**src/hdl/catan_pkg.sv**
```systemverilog
// Package with the shared types, constants and arithmetic for the complex arctangent core.
package catan_pkg;
    localparam int InWidth    = 16;
    localparam int FracBits   = 13;
    localparam int Stages     = 16;
    localparam int WideWidth  = 48;
    localparam int AngWidth   = 28;
    localparam int NormBit    = 40;
    localparam int RealLimit  = 12868;

    localparam logic signed [AngWidth-1:0] HalfPiQ24 = 28'sd26353589;
    localparam logic signed [AngWidth-1:0] Ln2Q24    = 28'sd11629080;

    typedef logic signed [WideWidth-1:0] t_wide;
    typedef logic signed [AngWidth-1:0]  t_ang;

    typedef struct packed {
        t_wide cx;
        t_wide cy;
        t_ang  cz;
        t_wide hx;
        t_wide hy;
        t_ang  hz;
        logic signed [7:0] k;
        logic  branch;
        logic  branch_pos;
    } t_work;

    function automatic t_ang circ_angle(input logic [5:0] i);
        case (i)
            6'd0: circ_angle = 28'sd13176795;
            6'd1: circ_angle = 28'sd7778716;
            6'd2: circ_angle = 28'sd4110060;
            6'd3: circ_angle = 28'sd2086331;
            6'd4: circ_angle = 28'sd1047214;
            6'd5: circ_angle = 28'sd524117;
            6'd6: circ_angle = 28'sd262123;
            6'd7: circ_angle = 28'sd131069;
            default: circ_angle = (i <= 6'd24) ? (t_ang'(1) <<< (6'd24 - i)) : '0;
        endcase
    endfunction

    function automatic t_ang hyp_angle(input logic [5:0] i);
        case (i)
            6'd0: hyp_angle = '0;
            6'd1: hyp_angle = 28'sd9215828;
            6'd2: hyp_angle = 28'sd4285116;
            6'd3: hyp_angle = 28'sd2108178;
            6'd4: hyp_angle = 28'sd1049945;
            6'd5: hyp_angle = 28'sd524459;
            6'd6: hyp_angle = 28'sd262165;
            6'd7: hyp_angle = 28'sd131075;
            default: hyp_angle = (i <= 6'd24) ? (t_ang'(1) <<< (6'd24 - i)) : '0;
        endcase
    endfunction

    // Shift for hyperbolic step s, with shifts 4 and 13 repeated.
    function automatic logic [5:0] hyp_shift(input int s);
        int i;
        i = s + 1;
        if (s >= 4) begin
            i = i - 1;
        end
        if (s >= 14) begin
            i = i - 1;
        end
        hyp_shift = 6'(i);
    endfunction
endpackage

```
**src/hdl/catan_post.sv**
```systemverilog
// Back end: exponent correction, rounding, clamping and branch-point handling.
module catan_post (
    input  logic             i_clk,
    input  logic             i_rst_n,
    input  logic             i_en,
    input  logic             i_valid,
    input  catan_pkg::t_work i_work,
    output logic             o_valid,
    output logic signed [14:0] o_re,
    output logic signed [15:0] o_im,
    output logic             o_sat
);
    import catan_pkg::*;

    logic              r_v1;
    logic signed [35:0] r_l;
    t_ang              r_a;
    logic              r_br, r_brp;
    logic              r_v2;
    logic signed [14:0] r_re;
    logic signed [15:0] r_im;
    logic              r_sat;
    logic signed [35:0] re_w, im_w;
    logic signed [14:0] n_re;
    logic signed [15:0] n_im;
    logic              n_sat;

    always_ff @(posedge i_clk) begin
        if (!i_rst_n) begin
            r_v1 <= 1'b0;
            r_v2 <= 1'b0;
        end else if (i_en) begin
            r_v1 <= i_valid;
            r_v2 <= r_v1;
        end
    end

    always_ff @(posedge i_clk) begin
        if (i_en) begin
            r_l   <= (36'(i_work.hz) <<< 1) + 36'(i_work.k) * 36'(Ln2Q24);
            r_a   <= i_work.cz;
            r_br  <= i_work.branch;
            r_brp <= i_work.branch_pos;
            r_re  <= n_re;
            r_im  <= n_im;
            r_sat <= n_sat;
        end
    end

    always_comb begin
        re_w = (36'(r_a) + 36'sd2048) >>> 12;
        im_w = (r_l + 36'sd4096) >>> 13;
        n_sat = 1'b0;
        if (re_w > 36'(RealLimit)) n_re = 15'(RealLimit);
        else if (re_w < -36'(RealLimit)) n_re = -15'(RealLimit);
        else n_re = 15'(re_w);
        if (im_w > 36'sd32767) begin
            n_im = 16'sd32767; n_sat = 1'b1;
        end else if (im_w < -36'sd32768) begin
            n_im = -16'sd32768; n_sat = 1'b1;
        end else begin
            n_im = 16'(im_w);
        end
        if (r_br) begin
            n_re  = '0;
            n_im  = r_brp ? 16'sd32767 : -16'sd32768;
            n_sat = 1'b1;
        end
    end

    assign o_valid = r_v2;
    assign o_re    = r_re;
    assign o_im    = r_im;
    assign o_sat   = r_sat;
endmodule

```
**config.mk**
```make
export PLATFORM = sky130hd
export DESIGN_NAME = catan_post
export DESIGN_NICKNAME = d
export VERILOG_FILES = /design/src/hdl/catan_pkg.sv /design/src/hdl/catan_post.sv
export SDC_FILE = /design/constraint.sdc
export NUM_CORES = 1
export LEC_CHECK = 0
export BUFFER_PORTS_ARGS = -buffer_cell sky130_fd_sc_hd__buf_2
export CELL_PAD_IN_SITES_DETAIL_PLACEMENT = 1
export CELL_PAD_IN_SITES_GLOBAL_PLACEMENT = 1
export CORE_UTILIZATION = 40
export DETAILED_ROUTE_END_ITERATION = 8
export PLACE_DENSITY_LB_ADDON = 0.15
export SYNTH_ARGS = -nofsm -noshare
export SYNTH_HDL_FRONTEND = slang
export SYNTH_SLANG_ARGS = --single-unit
```
**constraint.sdc**
```tcl
create_clock -name i_clk -period 18.8 [get_ports i_clk]
set_input_delay 1.88 -clock i_clk [delete_from_list [all_inputs] [get_ports i_clk]]
set_output_delay 1.88 -clock i_clk [all_outputs]
set_load 0.1 [all_outputs]
```
==> flow_summary.yaml <==
placed_design:
  io_buffers: 89
  gp_routability_congestion: 0.948
  place.detailed.hpwl_um: 16400
  dpl_cell_area_sq_um: 8120
floorplan:
  num_io_pins: 295
  coreArea_sq_um: 18100
  initial_core_util: 0.412
  rows: 49
  die-width_um: 139
  die_h_um: 139
  die-area_sq_um: 19200
grt:
  grt_overflow: 0
  track_usage: 0.210
  grt_max_degree: 76
  antenna_found_initial: 0
  grt_pass1_wl_um: 31700
  grt_pass1_vias: 6371
sta:
  fin_skew_ps: 6.39
  rsz0062_at_grt: "no"
  finalCritPeriodShare: 0.434
  fin_setup_tns_ps: 0
  timing.hold.ws_ps: 534
  max_slew_margin: 0.375
  slew_violations: 0
  layout_min_cycle_time_ps: 8170
  setup_viol: 0
  hold_viol: 0
  fmax_mhz: 122
  worst_pin_slew_ps: 937
clock_network:
  cts_hold_buffers: 0
  cts_tree: "yes"
  cts.clk_slew.worst_paths_ps: 60
  htree_levels: 3
  root_buffer: "clkbuf_16"
  clk_latency_ps: 340
  cts_setup_buffers: 0
  clk_path_buf_depth: 2
  cts_buffers: 9
  cts_sinks: 75
  cts_repair_resize_count: 0
logic_synthesis:
  syn-num-nets: 1152
  yosysSeqAreaShare: 0.299
  netlist.area_leader.share: 0.294
  synth.area.top_cells: "edfxtp_1 29%, ha_1 18%, fa_1 8.1%"
  async_flop_share: 0
  syn-cell-area_sq_um: 7450
  synth_ff_type: "edfxtp_1"
  synth_edf_count: 73
  synth_cell_types: 76
  syn_avg_cell_area_sq_um: 9.90
  synth_common_cells: "107 x ha_1, 79 x inv_1, 73 x edfxtp_1"
  yosysWarningCount: 0
  yosys.area.top_type: "edfxtp_1"
  ys_ff_latch: 75
  synth.most_common_cell: "ha_1"
  syn_inst: 753
setup_path:
  startpoint: "i_work[9]"
  r2r_start: "r_a[11]"
  critical_path_arrival_ps: 8240
  crit_type: "primary input to register"
  r2r_cells: 9
  r2r-end: "o_re[9]"
  worstPathMaxFanout: 9
  r2r_slack_ps: 15620
  start_kind: "primary input"
  endpoint_kind: "register"
  cp.required_ps: 18870
power:
  p_int_mw: 0.667
  swShare: 0.462
  power_density_nw_per_um2: 147
  combinationalPowerShare: 0.626
  seqPwrFrac: 0.240
  power_mw: 1.24
  peakVddDrop_uv: 51.3
  leakagePower_nw: 3.71
  power.switching_mw: 0.572
  clock_power_share: 0.133
routing:
  antenna_left: 0
  dr.pass1.iters: 6
  drc: 12
  via_count: 5866
  wl_per_cell_um: 18.0
  drtIter0Drc: 302
  viasPerCell: 5.46
  wl_um: 19300
cells_and_area:
  regArea_sq_um: 2230
  antennaDiodeCount: 0
  utilization: 0.464
  area_growth_pct: 12.7
  layout.nets: 1240
  drive_gt1_frac: 0.152
  multi_input_area_sq_um: 4850
  fin_area_sq_um: 8400
  fillers: 2099
hold_path:
  hp-class: "register to register"
  hp-start: "r_v1"
  min_to: "r_v1"
  hold_path_depth: 2
job:
  maxCapViolCount: 0
outcome:
  status: "finished, violations left"
  violations: "DRC"
[critical path, stage by stage]
cell	delay, ps
buf_2	240
inv_1	140
fa_1	520
fa_1	590
fa_1	460
fa_1	580
inv_1	50
ha_1	350
a21o_1	200
a21o_1	180
a21o_1	190
nand2_1	80
o21ai_0	130
o21ai_1	250
nand2_1	140
xor2_1	160
ha_1	220
a2111oi_0	380
nand3_1	180
o2111ai_1	460
a211oi_1	190
o21a_1	240
o41ai_1	430
[final cells by class]
type                            instances  share of cell area
Clock buffer                            9              0.0268
Tap cell                              229              0.0341
Sequential cell                        75               0.266
Inverter                               79              0.0353
Timing Repair Buffer                   90              0.0539
Multi-Input combinational cell        586               0.577
Clock inverter                          7             0.00685
[power by group through the flow]
stage               Clock [mW]  Combinational (mW)  Sequential (mW)
finish                   0.165               0.776            0.298
floorplan                    0               0.553            0.357
global route             0.176               0.872            0.303
detailed placement           0               0.780            0.301
CTS                      0.169               0.786            0.298
global placement             0               0.754            0.298
[state kept, by name, indices dropped and copies added, names as in the netlist]
register,cells
o_im,16
o_re,15
o_sat,1
o_valid,1
r_a,17
r_br,1
r_brp,1
r_l,22
r_v1,1
[cells in the final DEF (no fill, tap or decap), drive strengths merged, types with 8 or more instances in the layout]
master  count
nand4      11
nor3       13
o21ai      45
ha        107
fa         30
and3        9
nand3      23
xor2       28
a31oi       8
inv        83
buf        90
nor2       33
clkbuf      9
edfxtp     73
nor2b      12
a21oi      56
o211ai      8
a21o       19
nand2      47
xnor2      42
[metal layers]
layer | wire length, um | vias to the layer above | GRT usage
li1 | - | 2919 | -
met1 | 7990 | 2840 | 0.229
met2 | 10400 | 77 | 0.409
met3 | 358 | 30 | 0.0225
met4 | 575 | 0 | 0.0846
met5 | 0 | - | 0
[through the flow]
stage	cells	worst slack, ps
after detailed placement	1059	10240
after floorplan	753	11460
after global routing	1075	10270
after global placement	1059	10330
after CTS	1075	10570
final	1075	10630
[cells by family after synthesis]
kind of cell             count (synthesis)  synth area share
AO/OA/AOI/OAI                          191             0.167
XOR/XNOR                                70            0.0823
adder cells (fa/ha/maj)                137             0.260
buffers and inverters                   92            0.0499
flip-flops                              75             0.299
multiplexers                             4           0.00537
AND/OR/NAND/NOR                        184             0.136
[worst max path at each step]
| stage | end | slack (ps) | depth (start not counted) |
|---|---|---|---|
| after floorplan | r_l[32] | 11460 | 22 |
| after CTS | r_l[34] | 10570 | 23 |
| after detailed placement | r_l[34] | 10240 | 23 |
| after global routing | r_l[34] | 10270 | 23 |
| final | r_l[34] | 10630 | 23 |
| after global placement | r_l[34] | 10330 | 23 |
(Power assumes the default switching activity.)
