File: src/hdl/catan_pkg.sv
// Package with the shared types, constants and arithmetic for the complex arctangent core.
package catan_pkg;
    localparam int InWidth    = 16;
    localparam int FracBits   = 13;
    localparam int Stages     = 16;
    localparam int WideWidth  = 48;
    localparam int AngWidth   = 28;
    localparam int NormBit    = 40;
    localparam int RealLimit  = 12868;

    localparam logic signed [AngWidth-1:0] HalfPiQ24 = 28'sd26353589;
    localparam logic signed [AngWidth-1:0] Ln2Q24    = 28'sd11629080;

    typedef logic signed [WideWidth-1:0] t_wide;
    typedef logic signed [AngWidth-1:0]  t_ang;

    typedef struct packed {
        t_wide cx;
        t_wide cy;
        t_ang  cz;
        t_wide hx;
        t_wide hy;
        t_ang  hz;
        logic signed [7:0] k;
        logic  branch;
        logic  branch_pos;
    } t_work;

    function automatic t_ang circ_angle(input logic [5:0] i);
        case (i)
            6'd0: circ_angle = 28'sd13176795;
            6'd1: circ_angle = 28'sd7778716;
            6'd2: circ_angle = 28'sd4110060;
            6'd3: circ_angle = 28'sd2086331;
            6'd4: circ_angle = 28'sd1047214;
            6'd5: circ_angle = 28'sd524117;
            6'd6: circ_angle = 28'sd262123;
            6'd7: circ_angle = 28'sd131069;
            default: circ_angle = (i <= 6'd24) ? (t_ang'(1) <<< (6'd24 - i)) : '0;
        endcase
    endfunction

    function automatic t_ang hyp_angle(input logic [5:0] i);
        case (i)
            6'd0: hyp_angle = '0;
            6'd1: hyp_angle = 28'sd9215828;
            6'd2: hyp_angle = 28'sd4285116;
            6'd3: hyp_angle = 28'sd2108178;
            6'd4: hyp_angle = 28'sd1049945;
            6'd5: hyp_angle = 28'sd524459;
            6'd6: hyp_angle = 28'sd262165;
            6'd7: hyp_angle = 28'sd131075;
            default: hyp_angle = (i <= 6'd24) ? (t_ang'(1) <<< (6'd24 - i)) : '0;
        endcase
    endfunction

    // Shift for hyperbolic step s, with shifts 4 and 13 repeated.
    function automatic logic [5:0] hyp_shift(input int s);
        int i;
        i = s + 1;
        if (s >= 4) begin
            i = i - 1;
        end
        if (s >= 14) begin
            i = i - 1;
        end
        hyp_shift = 6'(i);
    endfunction
endpackage

File: src/hdl/catan_prep.sv
// Front end: squares, P and M, normalization and CORDIC start values.
module catan_prep (
    input  logic                          i_clk,
    input  logic                          i_rst_n,
    input  logic                          i_en,
    input  logic                          i_valid,
    input  logic signed [catan_pkg::InWidth-1:0] i_x,
    input  logic signed [catan_pkg::InWidth-1:0] i_y,
    output logic                          o_valid,
    output catan_pkg::t_work              o_work
);
    import catan_pkg::*;

    logic        r_v1;
    t_wide       r_x, r_y, r_x2, r_y2;
    logic        r_v2;
    t_wide       r_p, r_m, r_ax, r_ay;
    logic        r_v3;
    t_work       r_w;
    logic [5:0]  lp, lm;
    t_wide       pn, mn, ax, ay;
    t_work       n_w;
    logic signed [31:0] x2_w, y2_w;

    assign x2_w = i_x * i_x;
    assign y2_w = i_y * i_y;

    always_ff @(posedge i_clk) begin
        if (!i_rst_n) begin
            r_v1 <= 1'b0;
            r_v2 <= 1'b0;
            r_v3 <= 1'b0;
        end else if (i_en) begin
            r_v1 <= i_valid;
            r_v2 <= r_v1;
            r_v3 <= r_v2;
        end
    end

    always_ff @(posedge i_clk) begin
        if (i_en) begin
            r_x  <= t_wide'(i_x);
            r_y  <= t_wide'(i_y);
            r_x2 <= t_wide'(x2_w);
            r_y2 <= t_wide'(y2_w);
            r_p  <= r_x2 + r_y2 + (t_wide'(1) <<< 26) + (r_y <<< 14);
            r_m  <= r_x2 + r_y2 + (t_wide'(1) <<< 26) - (r_y <<< 14);
            r_ax <= (t_wide'(1) <<< 26) - r_x2 - r_y2;
            r_ay <= r_x <<< 14;
            r_w  <= n_w;
        end
    end

    always_comb begin
        lp = '0;
        lm = '0;
        for (int b = 0; b < 40; b++) begin
            if (r_p[b]) lp = 6'(b);
            if (r_m[b]) lm = 6'(b);
        end
        pn = r_p <<< (6'(NormBit) - lp);
        mn = r_m <<< (6'(NormBit) - lm);
        n_w = '0;
        n_w.branch     = (r_m <= 0) || (r_p <= 0);
        n_w.branch_pos = (r_m <= 0);
        n_w.k  = 8'($signed({2'b0, lp}) - $signed({2'b0, lm}));
        n_w.hx = pn + mn;
        n_w.hy = pn - mn;
        ax = r_ax;
        ay = r_ay;
        if (ax < 0) begin
            if (ay >= 0) begin
                n_w.cx = ay; n_w.cy = -ax; n_w.cz = HalfPiQ24;
            end else begin
                n_w.cx = -ay; n_w.cy = ax; n_w.cz = -HalfPiQ24;
            end
        end else begin
            n_w.cx = ax; n_w.cy = ay; n_w.cz = '0;
        end
    end

    assign o_valid = r_v3;
    assign o_work  = r_w;
endmodule

File: config.mk
export PLATFORM = sky130hd
export DESIGN_NAME = catan_prep
export DESIGN_NICKNAME = d
export VERILOG_FILES = /design/src/hdl/catan_pkg.sv /design/src/hdl/catan_prep.sv
export SDC_FILE = /design/constraint.sdc
export NUM_CORES = 2
export LEC_CHECK = 0
export BUFFER_PORTS_ARGS = -buffer_cell sky130_fd_sc_hd__buf_2
export CAP_MARGIN = 20
export CORE_MARGIN = 2
export CORE_UTILIZATION = 50
export DETAILED_ROUTE_END_ITERATION = 8
export GPL_TIMING_DRIVEN = 0
export PLACE_DENSITY = 0.7
export SYNTH_ARGS = -nofsm -noshare
export SYNTH_HDL_FRONTEND = slang
export SYNTH_SLANG_ARGS = --single-unit
File: constraint.sdc
create_clock -name i_clk -period 24.1 [get_ports i_clk]
set_clock_uncertainty 0.15 [all_clocks]
set_input_delay 3.615 -clock i_clk [delete_from_list [all_inputs] [get_ports i_clk]]
set_output_delay 3.615 -clock i_clk [all_outputs]
set_load 0.02 [all_outputs]
==> impl_results.md <==
* Startpoint types: input port
* Slew Viols, Final at 0
* CP max-delay cell: clkbuf_1
* Final number of setup-violating endpoints at 0
* Clock Sinks at 385
* GPL Wtd Cong at 0.996
* HPWL Detailed at about 100 mm
* Largest net degree at the start of global routing at about 130
* Worst hold path class: flop to flop
* Max Clk Rate at 91.6 MHz
* Initial antenna violation count at 5
* Nets at 6240
* CTS max path bufs at 3
* Syn_area_per_cell at around 9.5 sq um
* Slew HR at 37.3%
* Setup crit end kind: flop
* Worst Path Required at 24.28 ns
* Setup TNS at 0 ns
* Crit Path Class: input port to flop
* Max-cap violations at 0
* Yosys warning total at 0
* First-pass GRT wire length at about 200 mm
* Resized cells post-CTS at 0
* Ports at 295
* # rows at 112
* Clock input transition at the sequential cells of the worst setup and hold paths at 0.05 ns
* Post-Syn Instances at 4932
* Vias per cell at 5.47
* Post-synthesis register bit count at between 300 and 400
* EDFF count, synth at between 300 and 400
* Post-layout util at about 55%
* Port bufs at 266
* Number of global-route vias before repair at 36100
* Status: finished, final reports clean
* Total CTS buffers at 44
* Synth top area share at between 20% and 30%
* Cts-stage hold buffer count at 0
* Total Wirelength at 126 mm
* Wirelength per Cell at 19.2 um
* Cell Area, Synth at 0.0471 sq mm
* Postcts setup bufs at 0
* H-tree depth at 2
* Worst-Margin Slew at 0.929 ns
* RSZ-0062 raised after global routing: false
* Grt ovf at 0
* Layout cells sized above 1 at 9.65%
* Area contributors post-synth: edfxtp_1, fa_1, ha_1, inv_1, xnor2_1
* Die width at 311 um
* # fillers at 8464
* Min Tclk post-route at 10.92 ns
* Commonest non-fill, non-tap cell in the layout: inv_1
* Via count at 35900
* Root buffer cell: clkbuf_16
* Synth area leader: edfxtp_1
* Maximum fanout along the worst path at 10
* Die area at 0.0966 sq mm
* Asr flop ratio synth at 0%
* Top_reg_cell synth: edfxtp_1
* Initial Util at roughly 50%
* Detail Route Antenna Nets at 0
* Area grow syn2layout at 9.93%
* Post-synth cell types at 88
* Die Y at between 300 and 400 um
* Most frequent cells in the layout: inv_1, fa_1, ha_1
* Drt drc at 0
* DR pass1 iterations at 6
* Gr usage total at 26.1%
* Final hold violations at 0
* Total core area at 0.0933 sq mm
* CTS tree: done
* Final period utilization at a little under half
* Register area share after synthesis at 24.5%
* Critical path's largest stage delay at 0.57 ns
* Later-pin clock latency in the skew report at 0.61 ns
* Crit path arrival time at 11.09 ns
* Initial drt markers at roughly 2900
* Worst R2R Setup Slack at 13.67 ns
## cells by family after synthesis
kind of cell             share of synthesized area, %
other                                          0.0160
adder cells (fa/ha/maj)                          32.3
AO/OA/AOI/OAI                                    11.5
buffers and inverters                            9.40
flip-flops                                       24.5
multiplexers                                     5.01
XOR/XNOR                                         5.51
AND/OR/NAND/NOR                                  11.8
## stage by stage
| step | setup WS (ns) | hold slack (ns) | std cells | instance area (sq um) |
|---|---|---|---|---|
| floorplan | 14.17 | 0.250 | 4966 | 47200 |
| global placement | 12.66 | 0.252 | 6486 | 50100 |
| detailed placement | 12.61 | 0.255 | 6489 | 50200 |
| CTS | 13.23 | 0.262 | 6568 | 51700 |
| global route | 12.81 | 0.277 | 6568 | 51700 |
| finish | 13.18 | 0.262 | 6569 | 51700 |
## state kept, by name, summed over array words and instances (netlist names)
name / cells
r_x: 16
r_y: 16
r_v2: 1
r_m: 20
r_y2: 30
ay: 16
r_p: 35
o_valid: 1
r_x2: 30
o_work: 186
r_v1: 1
ax: 33
## layer usage
| layer | vias up | GRT usage, % | wire length (um) |
|---|---|---|---|
| li1 | 16900 | - | - |
| met1 | 17600 | 34.7 | 53300 |
| met2 | 1129 | 44.8 | 61400 |
| met3 | 218 | 3.11 | 7000 |
| met4 | 4 | 8.18 | 4360 |
| met5 | - | 0 | 29 |
## Yosys cell counts (all sizes together) (9+ instances only)
library cell,count
nor4,20
o21bai,55
a21oi,304
a211oi,34
a311oi,10
a21o,53
fa,484
nand2,324
nand4,10
clkbuf,152
nand2b,61
mux2i,151
mux4,31
xnor2,220
or3,42
and3,18
o31ai,20
nand3,43
ha,439
nor2,366
o211ai,13
and2,115
xor2,73
a31oi,27
o21ai,161
or4,9
mux2,13
or2,20
nor2b,57
inv,845
o21a,60
edfxtp,382
nor3,83
buf,98
## critical path, delay by kind of cell
kind | cells | cell delay, ns
compound gates | 8 | 2.20
xor+xnor | 1 | 0.16
fa+ha+maj | 7 | 2.93
buf+inv | 8 | 1.44
simple gates | 4 | 0.72
## path summary, 6_finish.rpt
kind / startpoint / to / depth (start not counted)
hold reg to reg: r_x[10]$_DFFE_PP_ / ay[24]$_DFFE_PP_ / 0
setup reg to reg: r_p[5]$_DFFE_PP_ / o_work[131]$_DFFE_PP_ / 29
hold / removal: r_x[10]$_DFFE_PP_ / ay[24]$_DFFE_PP_ / 0
setup / recovery: i_y[5] / r_y2[31]$_DFFE_PP_ / 28
## area by class of cell
cell class / count / area (sq um) / area share (%)
inverter: 848 / 3180 / 6.15
clock buffer: 50 / 1120 / 2.17
antenna: 1 / 2.50 / 0.00484
buffer: 250 / 1240 / 2.39
clock inverter: 29 / 427 / 0.825
timing repair buffer: 269 / 1420 / 2.75
multi-input combinational: 3483 / 31200 / 60.4
tap: 1254 / 1570 / 3.03
sequential: 385 / 11500 / 22.3
Power is left out: the tool's default activity adds up to more than one toggle a clock period on the data nets, which glitch-free logic cannot reach.
